$ cat src/rtl/drsb_pkg.sv
// ----------------------------------------------------------------------------
// Draw record sort batcher package
// Shared item types, command and register codes, state encoding and the
// sort key helper used by the insertion cells.
// ----------------------------------------------------------------------------
`default_nettype none

package drsb_pkg;

  localparam int unsigned CMD_W    = 2;
  localparam int unsigned FIELD_W  = 16;
  localparam int unsigned TEX_W    = 64;
  localparam int unsigned SLOT_W   = 6;
  localparam int unsigned IDX_W    = 6;
  localparam int unsigned BASE_W   = 8;
  localparam int unsigned RUN_W    = 9;
  localparam int unsigned KEY_W    = 3 * FIELD_W + SLOT_W;
  localparam int unsigned ADDR_W   = 3;
  localparam int unsigned DATA_W   = 32;

  localparam logic [CMD_W-1:0] CMD_BEGIN = 2'd0;
  localparam logic [CMD_W-1:0] CMD_PUSH  = 2'd1;
  localparam logic [CMD_W-1:0] CMD_DRAIN = 2'd2;

  // Register index, taken from paddr[2].
  localparam logic REG_MATERIAL_COUNT = 1'b0;

  localparam logic [FIELD_W-1:0] MATERIAL_COUNT_RESET = 16'd3;

  typedef struct packed {
    logic [CMD_W-1:0]   cmd;
    logic [FIELD_W-1:0] layer;
    logic [FIELD_W-1:0] order_in_layer;
    logic [FIELD_W-1:0] material_id;
    logic [TEX_W-1:0]   texture_id;
    logic               world_space;
  } cmd_item_t;

  typedef struct packed {
    logic [BASE_W-1:0]  base_vertex;
    logic               new_run;
    logic [RUN_W-1:0]   run_first_index;
    logic [FIELD_W-1:0] out_material;
    logic [SLOT_W-1:0]  out_texture_slot;
    logic               out_world_space;
    logic               last;
    logic               empty_res;
    logic               dropped;
  } res_item_t;

  // One stored record: sort key fields first, then the tag fields.
  typedef struct packed {
    logic [FIELD_W-1:0] layer;
    logic [FIELD_W-1:0] order_in_layer;
    logic [FIELD_W-1:0] material;
    logic [SLOT_W-1:0]  slot;
    logic               world;
    logic [IDX_W-1:0]   arrival;
  } rec_t;

  typedef struct packed {
    logic ins;
    logic rot;
    rec_t new_rec;
  } sort_ctrl_t;

  typedef struct packed {
    logic              wr;
    logic [SLOT_W-1:0] wslot;
    logic [TEX_W-1:0]  wdata;
    logic [TEX_W-1:0]  query;
  } tex_ctrl_t;

  typedef enum logic [1:0] {
    ST_IDLE,
    ST_TDEC,
    ST_INS,
    ST_DRAIN
  } st_t;

  function automatic logic [KEY_W-1:0] rec_key(rec_t r);
    rec_key = {r.layer, r.order_in_layer, r.material, r.slot};
  endfunction

endpackage

`default_nettype wire

$ cat src/rtl/drsb_sort_cell.sv
// ----------------------------------------------------------------------------
// Sort chain cell
// Holds one record of the sorted store. On insert it keeps its record, takes
// the new one or takes its left neighbor's; on drain it rotates one step.
// ----------------------------------------------------------------------------
`default_nettype none

module drsb_sort_cell #(
  parameter int unsigned IDX   = 0,
  parameter int unsigned CNT_W = 7
) (
  input  wire logic               clk,
  input  wire drsb_pkg::sort_ctrl_t ctrl,
  input  wire logic [CNT_W-1:0]   count,
  input  wire drsb_pkg::rec_t     left_rec,
  input  wire logic               left_gt,
  input  wire drsb_pkg::rec_t     right_rec,
  input  wire drsb_pkg::rec_t     head_rec,
  output drsb_pkg::rec_t          rec,
  output logic                    gt
);
  import drsb_pkg::*;

  localparam logic [CNT_W-1:0] MY_POS  = CNT_W'(IDX);
  localparam logic [CNT_W-1:0] MY_NEXT = CNT_W'(IDX + 1);

  logic occ;
  logic at_end;
  logic is_tail;
  rec_t rec_next;

  assign occ     = MY_POS < count;
  assign at_end  = MY_POS == count;
  assign is_tail = MY_NEXT == count;
  assign gt      = occ && (rec_key(rec) > rec_key(ctrl.new_rec));

  always_comb begin
    rec_next = rec;
    if (ctrl.ins && (gt || at_end)) begin
      rec_next = left_gt ? left_rec : ctrl.new_rec;
    end else if (ctrl.rot && occ) begin
      rec_next = is_tail ? head_rec : right_rec;
    end
  end

  always_ff @(posedge clk) begin
    rec <= rec_next;
  end

endmodule

`default_nettype wire

$ cat config.mk
export PLATFORM = sky130hd
export DESIGN_NAME = drsb_sort_cell
export DESIGN_NICKNAME = d
export VERILOG_FILES = /design/src/rtl/drsb_pkg.sv /design/src/rtl/drsb_sort_cell.sv
export SDC_FILE = /design/constraint.sdc
export NUM_CORES = 1
export LEC_CHECK = 0
export BUFFER_PORTS_ARGS = -buffer_cell sky130_fd_sc_hd__buf_4
export CAP_MARGIN = 20
export CORE_MARGIN = 4
export CORE_UTILIZATION = 40
export CTS_CLUSTER_SIZE = 16
export DETAILED_ROUTE_END_ITERATION = 8
export PLACE_DENSITY_LB_ADDON = 0.2
export SYNTH_ARGS = -nofsm -noshare
export SYNTH_HDL_FRONTEND = slang
export SYNTH_SLANG_ARGS = --single-unit
export TNS_END_PERCENT = 1
$ cat constraint.sdc
create_clock -name clk -period 5.6 [get_ports clk]
set_clock_uncertainty 0.05 [all_clocks]
set_input_delay 0.28 -clock clk [delete_from_list [all_inputs] [get_ports clk]]
set_output_delay 0.28 -clock clk [all_outputs]
set_load 0.02 [all_outputs]
==> results of run 1 <==
-- worst max-delay path: cells and delay by family, from the launching register on --
kind | cells | cell delay (ps)
compound gates | 2 | 500
fa+ha+maj | 1 | 330
buf+inv | 1 | 840
flops | 1 | 410
mux | 1 | 230
simple gates | 4 | 1010
-- layer usage --
layer | vias up | share of wire [%]
met5 | - | 0.042
met1 | 2198 | 37
met2 | 221 | 51
li1 | 2373 | -
met3 | 25 | 11
met4 | 2 | 1.9
-- metrics by stage --
stage	cells	util, %	hold slack (ps)	instance area (sq um)	total power (uW)
floorplan	471	-	496	5290	982
global placement	941	60.6	586	7740	1260
detailed placement	941	60.6	596	7740	1280
CTS	957	62.6	257	7990	1760
global route	957	62.6	264	7990	1850
finish	957	62.6	262	7990	1750
-- synth_stat cells --
library cell	n	area share, %
nand4_1	9	1.1
o31ai_1	1	0.14
inv_1	59	4.2
edfxtp_1	61	35
a21boi_0	1	0.14
nor4_2	1	0.24
nand3_1	7	0.66
buf_8	1	0.28
a21oi_1	23	2.2
nor3b_1	1	0.14
a211oi_1	2	0.28
and4_1	4	0.66
o2bb2ai_1	1	0.17
buf_6	1	0.21
a211o_1	1	0.17
o311ai_0	1	0.17
a2111oi_2	1	0.28
mux2i_1	183	35
nand2_1	15	1.1
nor3b_2	1	0.24
o21ai_0	7	0.66
ha_1	54	13
a21o_1	1	0.14
nand2b_1	1	0.12
nor3_1	2	0.19
a221oi_1	2	0.33
o21bai_1	1	0.14
clkbuf_1	14	0.99
and4_2	1	0.19
a221o_1	2	0.38
and4bb_2	1	0.24
buf_12	5	1.9
nor2_1	6	0.43
-- worst paths after layout --
check / start / to / depth (start not counted)
worst max-delay path: rec[60] / rec[45] / 9
worst min-delay path: head_rec[35] / rec[35] / 3
worst max register to register: rec[60] / rec[45] / 9
worst min register to register: rec[8] / rec[12] / 7
-- power by group through the flow --
stage	Combinational, uW	Sequential [uW]	Clock, uW
2_1_floorplan	279	703	0
3_3_place_gp	634	628	0
3_5_place_dp	646	632	0
4_1_cts	648	623	491
5_1_grt	705	630	512
6_report	641	622	483
-- cell families (layout without fill, tap and decap cells) --
family	Yosys count	after routing	share of synthesized area, %
adders and majority gates	54	54	12.8
AOI/OAI and AO/OA	44	44	5.18
DFF	61	61	34.6
buffers and inverters	80	394	7.57
and+or+nand+nor	49	49	5.23
muxes	183	183	34.6
-- layout make-up --
cell class	count	area [sq um]
multi-input combinational	330	3080
fill	1065	4780
inverter	59	221
clock buffer	12	236
clock inverter	4	15.0
sequential	61	1830
tap	172	215
timing repair buffer	319	2390
==> results_dict.tcl, run 1 <==
set metrics [dict create \
    outcome "completed" \
    syn-cell-area_sq_um 5290 \
    layout-drive-gt1-share_pct 42.5 \
    timing_worst_setup_path_type "reg -> reg" \
    die_h_um 123 \
    setup-violations-final 0 \
    use_met1_pct 23.1 \
    core_sq_um 12800 \
    antenna_cells 0 \
    wl_um 16800 \
    largest_register_ff_count 61 \
    power_density_nw_per_um2 218 \
    critical-path-max-stage-delay_ps 840 \
    cts_buffers 9 \
    setup_tns_ps 0 \
    gp_congestion 0.823 \
    start_util_pct 41.4 \
    max_freq_mhz 265 \
    ys_seq_area_share_pct 34.6 \
    grt_use_total_pct 21.1 \
    switching_power_uw 538 \
    required_ps 5570 \
    antenna_found_initial 1 \
    place_ws_ps 1810 \
    grt_first_pass_wirelength_um 24600 \
    grt.overflow.total 0 \
    cap_viol_max_count 0 \
    portBuffers 316 \
    use_met2_pct 38.7 \
    routedWlPerCell_um 17.5 \
    via_per_inst 5.04 \
    die_w_um 123 \
    route.detailed.drc 0 \
    final_cell_mix "319 x buf_4, 183 x mux2i_1, 61 x edfxtp_1, 59 x inv_1, 54 x ha_1" \
    areaGrowthSynthToFinish_pct 51.0 \
    h-tree-depth 3 \
    rows 41 \
    drt_iter0_markers 171 \
    p_leak_uw 0.00436 \
    worst_pin_slew_ps 1100 \
    cts_tree "built" \
    grt_start_max_net_pins 62 \
    cp.arrival_ps 3740 \
    sw_frac_of_total_pct 30.8 \
    dr_total_vias 4819 \
    drtAntennaViolNets 0 \
    ir_drop_mv 0.104 \
    rsz0062_at_grt "false" \
    worstPathMaxFanout 61 \
    cts_hold_buf 0 \
    slew_headroom_pct 26.8 \
    met3_usage_pct 7.41 \
    clk_pin_slew_ps 50 \
    hold_path_class "in -> reg" \
    clock-sinks 61 \
    synth_seq_cells 61 \
    clk_latency_ps 320 \
    p_clk_share_pct 27.7 \
    grt-busiest-layer "met2" \
    cts_resized 0 \
    timing.critical_path.from_type "flop" \
    maxSlewViolCount 0 \
    drt_pass1_iterations 4 \
    syn-num-nets 780 \
    p_int_uw 1210 \
    rrSetupSlack_ps 1830 \
    die_area_sq_um 15100 \
    ios 317 \
    largestRegisters "rec (61)" \
    p_seq_share_pct 35.6 \
    syn_area_per_cell_sq_um 11.2 \
    grt_pass1_vias 5022 \
    cts_setup_buffers 0 \
    crit_chain "ha_1 -> nand4_1 -> nor4_2 -> nand2_1 -> o2bb2ai_1 -> a2111oi_2 -> nor3b_4 -> buf_4 -> mux2i_1" \
    fin_crit_sh_pct 67.4 \
    synth_cells 471 \
    cts_root_buffer "clkbuf_16" \
    p_comb_share_pct 36.7 \
    clock_path_buffers 2 \
    setup_ws_ps 1830 \
    hold_viol_final 0 \
    endpoint_kind "flop" \
    final_common_cell "buf_4" \
    period_minus_slack_ps 3770 \
    dpl.hpwl_um 13600 \
    cpMaxStageDelayCell "buf_4" \
    synth_cell_types 33 \
    layout.nets 1089 \
    yosys_warnings 0 \
    top_register "rec" \
]
Note: power is estimated with default switching activity, not from simulation.
==> run 2: changes to the inputs <==
- clock period: 5.6 -> 3.65 ns (I/O delays scaled with it)
==> run 2 against run 1 <==
  * Register-to-register slack worse by 1400 ps
  * Critical endpoint is now rec[48]
  * Worst hold slack worse by 97 ps
  * Sequential share of layout area hardly changed
  * Routed wire length is 1.6% higher
  * Setup slack worse by 1400 ps
  * Sequential power is 54% higher
  * Clock power is 49% higher
  * Highest routed layer is now met4
  * Via count is 0.87% higher
==> results_dict.tcl, run 2 (synthesized netlist as in run 1, its figures left out) <==
set metrics [dict create \
    outcome "completed" \
    use_met2_pct 38.8 \
    via_per_inst 5.08 \
    utilization_pct 62.7 \
    fin_cells 957 \
    period_minus_slack_ps 3190 \
    timing_worst_setup_path_type "reg -> reg" \
    crit_chain "ha_1 -> nand4_1 -> nor4_2 -> nand2_1 -> o2bb2ai_1 -> a2111oi_2 -> nor3b_4 -> buf_4 -> mux2i_1" \
    clock-sinks 61 \
    cap_viol_max_count 0 \
    setup-violations-final 0 \
    drtAntennaViolNets 0 \
    cp.arrival_ps 3180 \
    routedWlPerCell_um 17.8 \
    rows 41 \
    crit_family "simple AND/OR/NAND/NOR gates" \
    endpoint_kind "flop" \
    ir_drop_mv 0.160 \
    fin_crit_sh_pct 87.4 \
    p_total_uw 2670 \
    hold_path_class "in -> reg" \
    rsz0062_at_grt "false" \
    cts_resized 0 \
    max_freq_mhz 314 \
    clock_path_buffers 2 \
    largestRegisters "rec (61)" \
    dpl.hpwl_um 13900 \
    route.detailed.drc 0 \
    slew_headroom_pct 27.5 \
    timing.critical_path.from_type "flop" \
    die_area_sq_um 15100 \
    cpMaxStageDelayCell "buf_4" \
    grt_start_max_net_pins 62 \
    maxSlewViolCount 0 \
    gp_congestion 0.821 \
    antenna_found_initial 0 \
    ios 317 \
    cts_setup_buffers 0 \
    required_ps 3640 \
    core_sq_um 12800 \
    cts_root_buffer "clkbuf_16" \
    clk_latency_ps 320 \
    met3_usage_pct 6.36 \
    use_met1_pct 23.2 \
    antenna_cells 0 \
    die_w_um 123 \
    grt.overflow.total 0 \
    clk_pin_slew_ps 50 \
    worst_pin_slew_ps 1090 \
    top_register "rec" \
    setup_tns_ps 0 \
    portBuffers 316 \
    crit_buf_inv 1 \
    largest_register_ff_count 61 \
    grt_pass1_vias 5136 \
    h-tree-depth 3 \
    drt_pass1_iterations 5 \
    final_cell_mix "323 x buf_4, 183 x mux2i_1, 61 x edfxtp_1, 59 x inv_1, 54 x ha_1" \
    grt-busiest-layer "met2" \
    wl_um 17000 \
    power_density_nw_per_um2 333 \
    grt_first_pass_wirelength_um 25000 \
    hold_viol_final 0 \
    drt_iter0_markers 189 \
    start_util_pct 41.4 \
    die_h_um 123 \
    cts_buffers 9 \
    final_common_cell "buf_4" \
    cts_tree "built" \
    p_leak_uw 0.00437 \
    critical-path-max-stage-delay_ps 510 \
    numPlacedInstances 945 \
    worstPathMaxFanout 32 \
    areaGrowthSynthToFinish_pct 51.3 \
    cts_hold_buf 0 \
    dr_total_vias 4861 \
    hold_slack_ps 165 \
    layout-drive-gt1-share_pct 43.1 \
    grt_use_total_pct 21.3 \
    layout.nets 1093 \
]
## run 2: layer usage
metal | part of all wire, % | wire, um | up-vias
li1 | - | - | 2380
met3 | 9.5 | 1630 | 30
met4 | 2.7 | 456 | 0
met2 | 50 | 8580 | 209
met5 | 0 | 0 | -
met1 | 37 | 6390 | 2242
## run 2: worst paths after layout
| check | to | slack [ps] | cells after the start | startpoint |
|---|---|---|---|---|
| setup / recovery | rec[48] | 460 | 9 | rec[59] |
| hold / removal | rec[55] | 170 | 3 | head_rec[55] |
| setup reg to reg | rec[48] | 460 | 9 | rec[59] |
| hold reg to reg | rec[29] | 1780 | 8 | rec[8] |
## run 2: report_power, final
group | leakage, uW | total [uW] | switching [uW] | internal, uW
registers | 0.000607 | 955 | 54.7 | 901
logic | 0.00365 | 992 | 487 | 505
clock network | 0.000114 | 719 | 275 | 444
total | 0.00437 | 2670 | 817 | 1850
## run 2: metrics by stage
step                instance area (sq um)  setup WS, ps
global placement                     7770           523
floorplan                            5290          79.1
CTS                                  8010           382
detailed placement                   7770           381
finish                               8010           462
global route                         8010           204
## run 2: cell type report
cell class,count,area (sq um)
clock buffer,12,236
fill,1072,4770
inverter,59,221
multi-input combinational,330,3080
sequential,61,1830
tap,172,215
timing repair buffer,323,2420
## run 2: worst min-delay path, cell delays in order
cell and delay (ps):
buf_4 80, mux2i_1 50, mux2i_1 110
