--- config.mk ---
export PLATFORM = sky130hd
export DESIGN_NAME = drsb_tex_cell
export DESIGN_NICKNAME = d
export VERILOG_FILES = /design/src/rtl/drsb_pkg.sv /design/src/rtl/drsb_tex_cell.sv
export SDC_FILE = /design/constraint.sdc
export NUM_CORES = 1
export LEC_CHECK = 0
export BUFFER_PORTS_ARGS = -buffer_cell sky130_fd_sc_hd__buf_2
export CAP_MARGIN = 20
export CORE_MARGIN = 5
export CORE_UTILIZATION = 30
export CTS_CLUSTER_SIZE = 25
export DETAILED_ROUTE_END_ITERATION = 12
export PLACE_DENSITY = 0.71
export SLEW_MARGIN = 15
export SYNTH_ARGS = -nofsm -noshare
export SYNTH_HDL_FRONTEND = slang
export SYNTH_SLANG_ARGS = --single-unit
--- constraint.sdc ---
create_clock -name clk -period 7.45 [get_ports clk]
set_input_delay 0.3725 -clock clk [delete_from_list [all_inputs] [get_ports clk]]
set_output_delay 0.3725 -clock clk [all_outputs]
set_load 0.005 [all_outputs]
--- src/rtl/drsb_pkg.sv ---
// ----------------------------------------------------------------------------
// Draw record sort batcher package
// Shared item types, command and register codes, state encoding and the
// sort key helper used by the insertion cells.
// ----------------------------------------------------------------------------
`default_nettype none

package drsb_pkg;

  localparam int unsigned CMD_W    = 2;
  localparam int unsigned FIELD_W  = 16;
  localparam int unsigned TEX_W    = 64;
  localparam int unsigned SLOT_W   = 6;
  localparam int unsigned IDX_W    = 6;
  localparam int unsigned BASE_W   = 8;
  localparam int unsigned RUN_W    = 9;
  localparam int unsigned KEY_W    = 3 * FIELD_W + SLOT_W;
  localparam int unsigned ADDR_W   = 3;
  localparam int unsigned DATA_W   = 32;

  localparam logic [CMD_W-1:0] CMD_BEGIN = 2'd0;
  localparam logic [CMD_W-1:0] CMD_PUSH  = 2'd1;
  localparam logic [CMD_W-1:0] CMD_DRAIN = 2'd2;

  // Register index, taken from paddr[2].
  localparam logic REG_MATERIAL_COUNT = 1'b0;

  localparam logic [FIELD_W-1:0] MATERIAL_COUNT_RESET = 16'd3;

  typedef struct packed {
    logic [CMD_W-1:0]   cmd;
    logic [FIELD_W-1:0] layer;
    logic [FIELD_W-1:0] order_in_layer;
    logic [FIELD_W-1:0] material_id;
    logic [TEX_W-1:0]   texture_id;
    logic               world_space;
  } cmd_item_t;

  typedef struct packed {
    logic [BASE_W-1:0]  base_vertex;
    logic               new_run;
    logic [RUN_W-1:0]   run_first_index;
    logic [FIELD_W-1:0] out_material;
    logic [SLOT_W-1:0]  out_texture_slot;
    logic               out_world_space;
    logic               last;
    logic               empty_res;
    logic               dropped;
  } res_item_t;

  // One stored record: sort key fields first, then the tag fields.
  typedef struct packed {
    logic [FIELD_W-1:0] layer;
    logic [FIELD_W-1:0] order_in_layer;
    logic [FIELD_W-1:0] material;
    logic [SLOT_W-1:0]  slot;
    logic               world;
    logic [IDX_W-1:0]   arrival;
  } rec_t;

  typedef struct packed {
    logic ins;
    logic rot;
    rec_t new_rec;
  } sort_ctrl_t;

  typedef struct packed {
    logic              wr;
    logic [SLOT_W-1:0] wslot;
    logic [TEX_W-1:0]  wdata;
    logic [TEX_W-1:0]  query;
  } tex_ctrl_t;

  typedef enum logic [1:0] {
    ST_IDLE,
    ST_TDEC,
    ST_INS,
    ST_DRAIN
  } st_t;

  function automatic logic [KEY_W-1:0] rec_key(rec_t r);
    rec_key = {r.layer, r.order_in_layer, r.material, r.slot};
  endfunction

endpackage

`default_nettype wire

--- src/rtl/drsb_tex_cell.sv ---
// ----------------------------------------------------------------------------
// Texture slot cell
// Holds the texture id of one slot and compares it with the queried id.
// ----------------------------------------------------------------------------
`default_nettype none

module drsb_tex_cell #(
  parameter int unsigned IDX    = 0,
  parameter int unsigned TCNT_W = 7
) (
  input  wire logic                clk,
  input  wire drsb_pkg::tex_ctrl_t ctrl,
  input  wire logic [TCNT_W-1:0]   slot_count,
  output logic                     hit
);
  import drsb_pkg::*;

  localparam logic [TCNT_W-1:0] MY_POS  = TCNT_W'(IDX);
  localparam logic [SLOT_W-1:0] MY_SLOT = SLOT_W'(IDX);

  logic [TEX_W-1:0] tex_id;

  assign hit = (MY_POS < slot_count) && (tex_id == ctrl.query);

  always_ff @(posedge clk) begin
    if (ctrl.wr && (ctrl.wslot == MY_SLOT)) begin
      tex_id <= ctrl.wdata;
    end
  end

endmodule

`default_nettype wire

==> flow_metrics.tcl, run 1 <==
set metrics [dict create \
    outcome "completed" \
    synth-seq-cells 64 \
    detail_route.first_pass.iterations 4 \
    reg_top3 "tex_id x64" \
    worstHoldPathCells 1 \
    maxSlewViolCount 0 \
    wirelength_routed_um 6080 \
    min_from "ctrl[123]" \
    synth.cell_area_sq_um 2670 \
    layout.nets 453 \
    cts_htree_levels 3 \
    critPathKind "flip-flop to output port" \
    std_cell_rows 34 \
    io-pin-count 144 \
    drv_cap 0 \
    wl_per_cell_um 14.4 \
    global_route.usage.total_pct 11.4 \
    cts.reportedPaths.clkPinSlew_ns 0.07 \
    max_slew.worst_pin.slew_ns 0.428 \
    most-common-layout-cells "143 x sky130_fd_sc_hd__buf_2, 64 x sky130_fd_sc_hd__edfxtp_1, 36 x sky130_fd_sc_hd__xor2_1" \
    rd_place_congestion 0.708 \
    layout.cell_area.non_filler_sq_um 3750 \
    starting_density_pct 30.7 \
    worst_ir_drop_vdd_mv 0.137 \
    layout_setup_ws_ns 5.15 \
    layout.area.seq_sq_um 1920 \
    die_w_um 104 \
    critical_path.startpoint_type "flip-flop" \
    rsz0062_at_grt "no" \
    dieArea_sq_um 10900 \
    place_worst_setup_slack_ns 5.37 \
    max_flop_register "tex_id" \
    max_stage_delay_ns 0.40 \
    post_synth_inst_count 154 \
    multi_input_area_sq_um 761 \
    buffer_ports.inserted 143 \
    postSynthNetCount 297 \
    timing.hold.worst.class "input pin to flip-flop" \
    number_of_buffers_between_clock_root_and_the_deepest_sink 2 \
    vias 1799 \
    clock_tree.root_cell "sky130_fd_sc_hd__clkbuf_8" \
    grt_antenna_before_repair 0 \
    detail_route.vias_per_cell 4.25 \
    most_repeated_library_cell_on_the_critical_path "sky130_fd_sc_hd__nand4_1" \
    post_cts_hold_buffer_count 0 \
    startpoint "tex_id[50]" \
    global_route_wire_length_before_repair_um 9640 \
    grt_start_max_net_pins 34 \
    core_sq_um 8680 \
    route.detailed.drc 0 \
    p_per_area_nw_per_um2 204 \
    final_common_cell "sky130_fd_sc_hd__buf_2" \
    finalHoldViolCount 0 \
    setup_total_negative_slack_ns 0 \
    fin_crit_sh_pct 30.8 \
    dp_hpwl_um 5030 \
    crit_path_max_fanout 1 \
    clock_sink_count 64 \
    first_global_vias 2105 \
    max_freq_mhz 436 \
    yosysUniqueCellTypes 12 \
    largest_register_ff_count 64 \
    drt_first_iter_violations 34 \
    fp.dieH_um 104 \
    worst_setup_path_end_kind "output port" \
    ant_nets 0 \
    synth_seq_area_share_pct 72.0 \
    synth_warnings 0 \
    synth.avg_cell_area_sq_um 17.3 \
    postCtsSetupRepairBufs 0 \
    n_fill_cell 820 \
    clock_tree_from_tritoncts "done" \
    timing.slew.headroom_pct 71.5 \
    area_growth_syn_to_layout_pct 40.6 \
    post_cts_resized 0 \
    insertedDiodeCount 0 \
    power.static_leakage_nw 1.48 \
    critical-path-slowest-cell "sky130_fd_sc_hd__edfxtp_1" \
    period_needed_ns 2.30 \
    worstPathCellList "xnor2_1 > nand4_1 > nor4_1 > nand4_1 > nor3_2 > buf_2" \
    post_dp_cell_area_sq_um 3550 \
    worstPathArrival_ns 1.92 \
    worst_hold_path.endpoint "tex_id[59]" \
    final-setup-viol-count 0 \
    layout-drive-gt1-share_pct 50.8 \
    grt_remaining_overflow 0 \
    cts_made_buffers 9 \
    worst-endpoint-required_ns 7.08 \
]
area by class of cell:
| type | count | share of cell area (%) |
|---|---|---|
| flip-flops and latches | 64 | 51.2 |
| clock buffers | 11 | 3.50 |
| well taps | 108 | 3.60 |
| repair buffers | 145 | 19.5 |
| multi-input cells | 90 | 20.3 |
| clock inverters | 5 | 1.90 |
worst max-delay path by stage:
| stage | to | slack (ns) | cells past startpoint |
|---|---|---|---|
| 2_1_floorplan | tex_id[0] | 2.55 | 2 |
| 3_3_place_gp | hit | 5.35 | 6 |
| 3_5_place_dp | hit | 5.37 | 7 |
| 4_1_cts | hit | 5.07 | 6 |
| 5_1_grt | hit | 4.96 | 6 |
| 6_report | hit | 5.15 | 6 |
cells in the mapped netlist (all sizes together):
library cell  instances  share of area, %
xnor2                28               9.5
nor4                 12               3.0
nor3                  2              0.56
or4b                  1              0.38
nand4                 9               2.1
edfxtp               64                72
xor2                 36                12
a2111oi               1              0.38
nand3                 1              0.19
cell families after synthesis:
| logic type | Yosys count | synth area share [%] |
|---|---|---|
| flops | 64 | 72.0 |
| xor+xnor | 64 | 21.3 |
| simple gates | 25 | 6.28 |
| compound gates | 1 | 0.375 |
power breakdown:
part	internal, mW	total, mW	switching (mW)
combinational	0.0376	0.0592	0.0216
clock	0.185	0.308	0.123
sequential	0.399	0.399	0.000948
total	0.622	0.767	0.145
per-layer routing:
metal	track usage (%)	share of wire [%]	vias up
li1	-	-	892
met1	12.3	38	812
met2	19.7	51	91
met3	5.65	10	4
met4	3.05	0.56	0
met5	0	0	-
metrics by stage:
step	util (%)	power, mW	cells	hold slack [ns]
floorplan	-	0.425	154	0.471
detailed placement	40.9	0.467	407	0.551
CTS	43.2	0.781	423	0.191
finish	43.2	0.767	423	0.213
global route	43.2	0.804	423	0.182
global placement	40.9	0.465	407	0.550
worst max-delay path, delay by kind of cell, from the launching register on:
family,cells,cell delay (ns)
flip-flops,1,0.40
buffers and inverters,1,0.14
AND/OR/NAND/NOR,4,0.87
XOR/XNOR,1,0.19
Note: power is estimated with default switching activity, not from simulation.
==> run 2, diff against run 1 <==
Settings changed: ABC_AREA set to 1, PLACE_DENSITY 0.71 to 0.67.
Clock period 7.45 ns to 2.38 ns, I/O delays scaled along.
==> run 2 against run 1 <==
Effect of this change: largest power group unchanged; total power increased to 3.2 times the previous value; clock power increased to 2.9 times the previous value; critical path depth increased by 2; sequential share of layout area decreased by 9.8 points; clock-buffer cell count decreased by 2; first-iteration DRC count increased by 100%; highest routed layer unchanged; global-route usage increased by 1.6 points; synthesized cell count increased by 66%; sequential cell count unchanged.
==> flow_metrics.tcl, run 2 <==
set metrics [dict create \
    postSynthNetCount 399 \
    fin_crit_sh_pct 73.8 \
    die_w_um 108 \
    max_flop_register "tex_id" \
    postCtsSetupRepairBufs 0 \
    period_needed_ns 1.76 \
    rsz0062_at_grt "no" \
    clock_sink_count 64 \
    first_global_vias 2633 \
    clock_tree_from_tritoncts "done" \
    layout.nets 619 \
    n_fill_cell 859 \
    cellInternalPower_mw 1.91 \
    switching_power_uw 523 \
    maxSlewViolCount 0 \
    worst_ir_drop_vdd_mv 0.310 \
    detail_route.vias_per_cell 3.98 \
    rd_place_congestion 0.680 \
    numPlacedInstances 534 \
    outcome "completed" \
    reg_top3 "tex_id x64" \
    std_cell_rows 36 \
    largest_register_ff_count 64 \
    post_synth_inst_count 256 \
    switching_share_pct 21.5 \
    max_slew.worst_pin.slew_ns 0.468 \
    synth-edff-count 64 \
    global_route.usage.total_pct 13.0 \
    final_common_cell "sky130_fd_sc_hd__buf_2" \
    synth_largest_area_cell "sky130_fd_sc_hd__edfxtp_1" \
    starting_density_pct 30.3 \
    timing.hold.worst.class "input pin to flip-flop" \
    timing.critical_path.depth 8 \
    synth_area_leaders "sky130_fd_sc_hd__edfxtp_1 66%, sky130_fd_sc_hd__xnor2_1 14%, sky130_fd_sc_hd__nand2_1 9.4%" \
    timing.critical_path.buf_inv 1 \
    max_freq_mhz 569 \
    critPathKind "flip-flop to output port" \
    vias 2440 \
    critical_path.startpoint_type "flip-flop" \
    global_route_wire_length_before_repair_um 11600 \
    drv_cap 0 \
    dp_hpwl_um 5380 \
    finalNonFillerCells 613 \
    area_growth_syn_to_layout_pct 59.3 \
    most-common-layout-cells "143 x sky130_fd_sc_hd__buf_2, 73 x sky130_fd_sc_hd__nand2_1, 64 x sky130_fd_sc_hd__dlygate4sd3_1, 64 x sky130_fd_sc_hd__edfxtp_1, 47 x sky130_fd_sc_hd__xnor2_1" \
    grt_remaining_overflow 0 \
    power.static_leakage_nw 2.04 \
    synth_seq_area_share_pct 66.1 \
    io-pin-count 144 \
    core_sq_um 9590 \
    wirelength_routed_um 7410 \
    critical-path-slowest-cell "sky130_fd_sc_hd__edfxtp_1" \
    synth.avg_cell_area_sq_um 11.4 \
    synth.top_cell.area_share_pct 66.1 \
    finalPower_mw 2.44 \
    number_of_buffers_between_clock_root_and_the_deepest_sink 2 \
    worst-endpoint-required_ns 2.26 \
    cts.reportedPaths.clkPinSlew_ns 0.07 \
    power_frac_comb_pct 11.7 \
    buffer_ports.inserted 143 \
    timing.slew.headroom_pct 68.8 \
    minimum_hold_slack_ns 0.485 \
    wl_per_cell_um 12.1 \
    synth_common_cells "73 x sky130_fd_sc_hd__nand2_1, 64 x sky130_fd_sc_hd__edfxtp_1, 47 x sky130_fd_sc_hd__xnor2_1, 39 x sky130_fd_sc_hd__inv_1, 19 x sky130_fd_sc_hd__nor2_1" \
    setup_total_negative_slack_ns 0 \
    worst_setup_path_end_kind "output port" \
    finalHoldViolCount 0 \
    worst_path_dominant_cell_family "simple AND/OR/NAND/NOR gates" \
    route.detailed.drc 0 \
    grt_start_max_net_pins 36 \
    ant_nets 0 \
    worstPathArrival_ns 1.64 \
    fp.dieH_um 108 \
    layout-drive-gt1-share_pct 33.8 \
    power.sequential.fraction_pct 51.3 \
    final-setup-viol-count 0 \
    synth.cell_area_sq_um 2910 \
    async_flop_share_pct 0 \
    drt_first_iter_violations 69 \
    cts_made_buffers 9 \
    p_per_area_nw_per_um2 526 \
    detail_route.first_pass.iterations 4 \
    insertedDiodeCount 0 \
    clock_tree.root_cell "sky130_fd_sc_hd__clkbuf_8" \
    worstPathCellList "xnor2_1 > nand2_1 > nor2_1 > nand2_1 > nor2_1 > nand3_1 > nor2_2 > buf_2" \
    cts_htree_levels 3 \
    pwr-share-clk_pct 37.0 \
    library_cell_with_the_highest_instance_count_after_synthesis "sky130_fd_sc_hd__nand2_1" \
    synth_warnings 0 \
    crit_path_max_fanout 1 \
    max_stage_delay_ns 0.39 \
    dieArea_sq_um 11800 \
    synth-seq-cells 64 \
    grt_antenna_before_repair 0 \
    yosysUniqueCellTypes 11 \
    worstHoldPathCells 2 \
    yosys_most_used_dff "sky130_fd_sc_hd__edfxtp_1" \
]
==> run 2: cell types whose count changed in the layout (fill, tap and decap cells not counted), sizes merged, moves of 19 or more <==
cell	change
nor2	+20
xor2	-36
nand2	+73
dlygate4sd3	+64
xnor2	+19
inv	+39
==> run 2: kinds of logic (layout without fill, tap and decap cells) <==
| logic type | Yosys count | in the layout | synth area share [%] |
|---|---|---|---|
| and+or+nand+nor | 106 | 106 | 14.8 |
| DFF | 64 | 64 | 66.1 |
| xor gates and xnor gates | 47 | 47 | 14.2 |
| buffers and inverters | 39 | 263 | 5.03 |
==> run 2: power by group through the flow <==
stage               clock network (mW)  logic, mW  registers (mW)
floorplan                            0     0.0697            1.27
global placement                     0      0.198            1.27
detailed placement                   0      0.205            1.28
CTS                              0.930      0.288            1.25
global route                     0.990      0.317            1.25
finish                           0.901      0.286            1.25
==> run 2: layout make-up <==
cell class	instances	area [sq um]	area share (%)
Sequential cell	64	1920	41.5
Multi-Input combinational cell	153	842	18.2
Clock inverter	6	61.3	1.32
Inverter	39	146	3.16
Timing Repair Buffer	209	1370	29.6
Clock buffer	9	124	2.67
Tap cell	133	166	3.59
==> run 2: metrics by stage <==
step / cell area (sq um) / setup WS, ns / util, %
2_1_floorplan: 2910 / 0.0169 / -
4_1_cts: 4630 / 0.485 / 48.3
3_5_place_dp: 3810 / 0.862 / 39.7
6_report: 4630 / 0.623 / 48.3
3_3_place_gp: 3810 / 0.860 / 39.7
5_1_grt: 4630 / 0.315 / 48.3
==> run 2: per-layer routing <==
metal / vias to the layer above / global-route usage, % / part of all wire (%)
met1: 1095 / 14.0 / 39
met4: 0 / 3.34 / 1.0
met3: 9 / 5.07 / 6.7
met2: 79 / 23.7 / 53
met5: - / 0 / 0
li1: 1257 / - / -
==> run 2: final timing paths <==
check / start / to / slack [ns]
min: ctrl[93] / tex_id[29] / 0.49
max: tex_id[25] / hit / 0.62
==> run 2: timing repair <==
action,CTS,global route
resized for setup,0,0
hold buffers,64,0
hold endpoints to repair,64,0
==> run 3, diff against run 2 <==
Settings changed: ABC_AREA 1 to 0, PLACE_DENSITY 0.67 to 0.71.
Clock period 2.38 ns to 1.5 ns, I/O delays scaled along.
==> run 3 against run 2 <==
Effect of this change: critical endpoint unchanged; setup slack got worse by 1.0 ns; clock-buffer cell count is 2 higher; the run now ends with setup timing left; non-clock buffer count grew 4.
==> flow_metrics.tcl, run 3 (synthesis results as in run 1) <==
set metrics [dict create \
    wirelength_routed_um 6860 \
    cts_made_buffers 9 \
    grt_start_max_net_pins 30 \
    cts.reportedPaths.clkPinSlew_ns 0.07 \
    numPlacedInstances 411 \
    max_flop_register "tex_id" \
    global_route_wire_length_before_repair_um 11000 \
    starting_density_pct 30.7 \
    layout-drive-gt1-share_pct 44.4 \
    clock_tree_from_tritoncts "done" \
    grt_antenna_before_repair 0 \
    insertedDiodeCount 0 \
    worstPathCellList "xnor2_2 > nand4_1 > a2111oi_4 > nand3_1 > nor3_2 > buf_2" \
    period_needed_ns 1.92 \
    ant_nets 0 \
    drv_cap 0 \
    core_sq_um 8680 \
    timing.hold.worst.class "input pin to flip-flop" \
    worstPathArrival_ns 1.85 \
    std_cell_rows 34 \
    clock_tree.root_cell "sky130_fd_sc_hd__clkbuf_8" \
    rd_place_congestion 0.688 \
    most-common-layout-cells "143 x sky130_fd_sc_hd__buf_2, 64 x sky130_fd_sc_hd__dlygate4sd3_1, 64 x sky130_fd_sc_hd__edfxtp_1" \
    final_common_cell "sky130_fd_sc_hd__buf_2" \
    max_slew.worst_pin.slew_ns 0.456 \
    worst-endpoint-required_ns 1.42 \
    global_route.usage.total_pct 12.8 \
    wl_per_cell_um 14.0 \
    max_freq_mhz 520 \
    final_util_pct 51.4 \
    finalNonFillerCells 491 \
    clock_sink_count 64 \
    vias 2089 \
    final-setup-viol-count 1 \
    reg_top3 "tex_id x64" \
    outcome "finished, violations left" \
    global_route.usage.met2_pct 22.5 \
    io-pin-count 144 \
    largest_register_ff_count 64 \
    finalPower_mw 3.79 \
    met1_usage_pct 13.8 \
    area_growth_syn_to_layout_pct 67.4 \
    cts_htree_levels 3 \
    dp_hpwl_um 4940 \
    n_fill_cell 742 \
    critPathKind "flip-flop to output port" \
    grt_remaining_overflow 0 \
    power.static_leakage_nw 1.78 \
    fin_crit_sh_pct 128 \
    critical-path-slowest-cell "sky130_fd_sc_hd__edfxtp_1" \
    minimum_hold_slack_ns 0.368 \
    layout_setup_ws_ns -0.424 \
    die_w_um 104 \
    first_global_vias 2441 \
    place_worst_setup_slack_ns -0.249 \
    finalHoldViolCount 0 \
    rsz0062_at_grt "yes" \
    worst_setup_path_end_kind "output port" \
    p_per_area_nw_per_um2 850 \
    layout.nets 521 \
    gr-max-usage-layer "met2" \
    detail_route.first_pass.iterations 4 \
    failed_checks "setup timing" \
    buffer_ports.inserted 143 \
    worst_ir_drop_vdd_mv 0.497 \
    drt_first_iter_violations 53 \
    dieArea_sq_um 10900 \
    number_of_buffers_between_clock_root_and_the_deepest_sink 2 \
    max_stage_delay_ns 0.41 \
    fp.dieH_um 104 \
    maxSlewViolCount 0 \
    route.detailed.drc 0 \
    critical_path.startpoint_type "flip-flop" \
    timing.slew.headroom_pct 69.3 \
    detail_route.vias_per_cell 4.25 \
    crit_path_max_fanout 1 \
    use_met3_pct 5.21 \
]
==> run 3: metal layers <==
layer	share of wire, %	up-vias
met3	8.3	12
met2	51	110
li1	-	1028
met1	39	939
met5	0	-
met4	1.7	0
==> run 3: cell type report <==
class	count	area (sq um)	area share [%]
tap	108	135	3.03
timing repair buffer	213	1430	32.0
clock buffer	11	131	2.94
sequential	64	1920	43.0
multi-input combinational	90	802	18.0
clock inverter	5	47.5	1.07
==> run 3: what timing repair did <==
action,CTS,global route
hold buffers,64,0
buffers inserted,0,0
pin swaps,3,1
endpoints found under the setup margin,1,1
gates cloned,0,0
endpoints found under the hold margin,64,0
gates resized for setup,4,1
==> run 3: metrics by stage <==
stage / area, sq um / TNS, ns
2_1_floorplan: 2690 / -101.87
3_3_place_gp: 3610 / -1.97
3_5_place_dp: 3610 / -2.61
4_1_cts: 4460 / -0.507
5_1_grt: 4460 / -0.625
6_report: 4460 / -0.424
==> run 3: final timing paths <==
kind / slack (ns) / to / from / cells after the start
max: -0.42 / hit / tex_id[8] / 6
min: 0.37 / tex_id[21] / ctrl[128] / 4
==> run 3: power breakdown <==
part	internal [mW]	switching (mW)
Clock	0.752	0.620
Sequential	1.98	0.00468
Combinational	0.300	0.138
==> run 3: critical path, delay by kind of cell (launching register included) <==
kind	cells	cell delay (ns)
AO/OA/AOI/OAI	1	0.37
XOR/XNOR	1	0.16
flip-flops	1	0.41
AND/OR/NAND/NOR	3	0.46
buffers and inverters	1	0.14
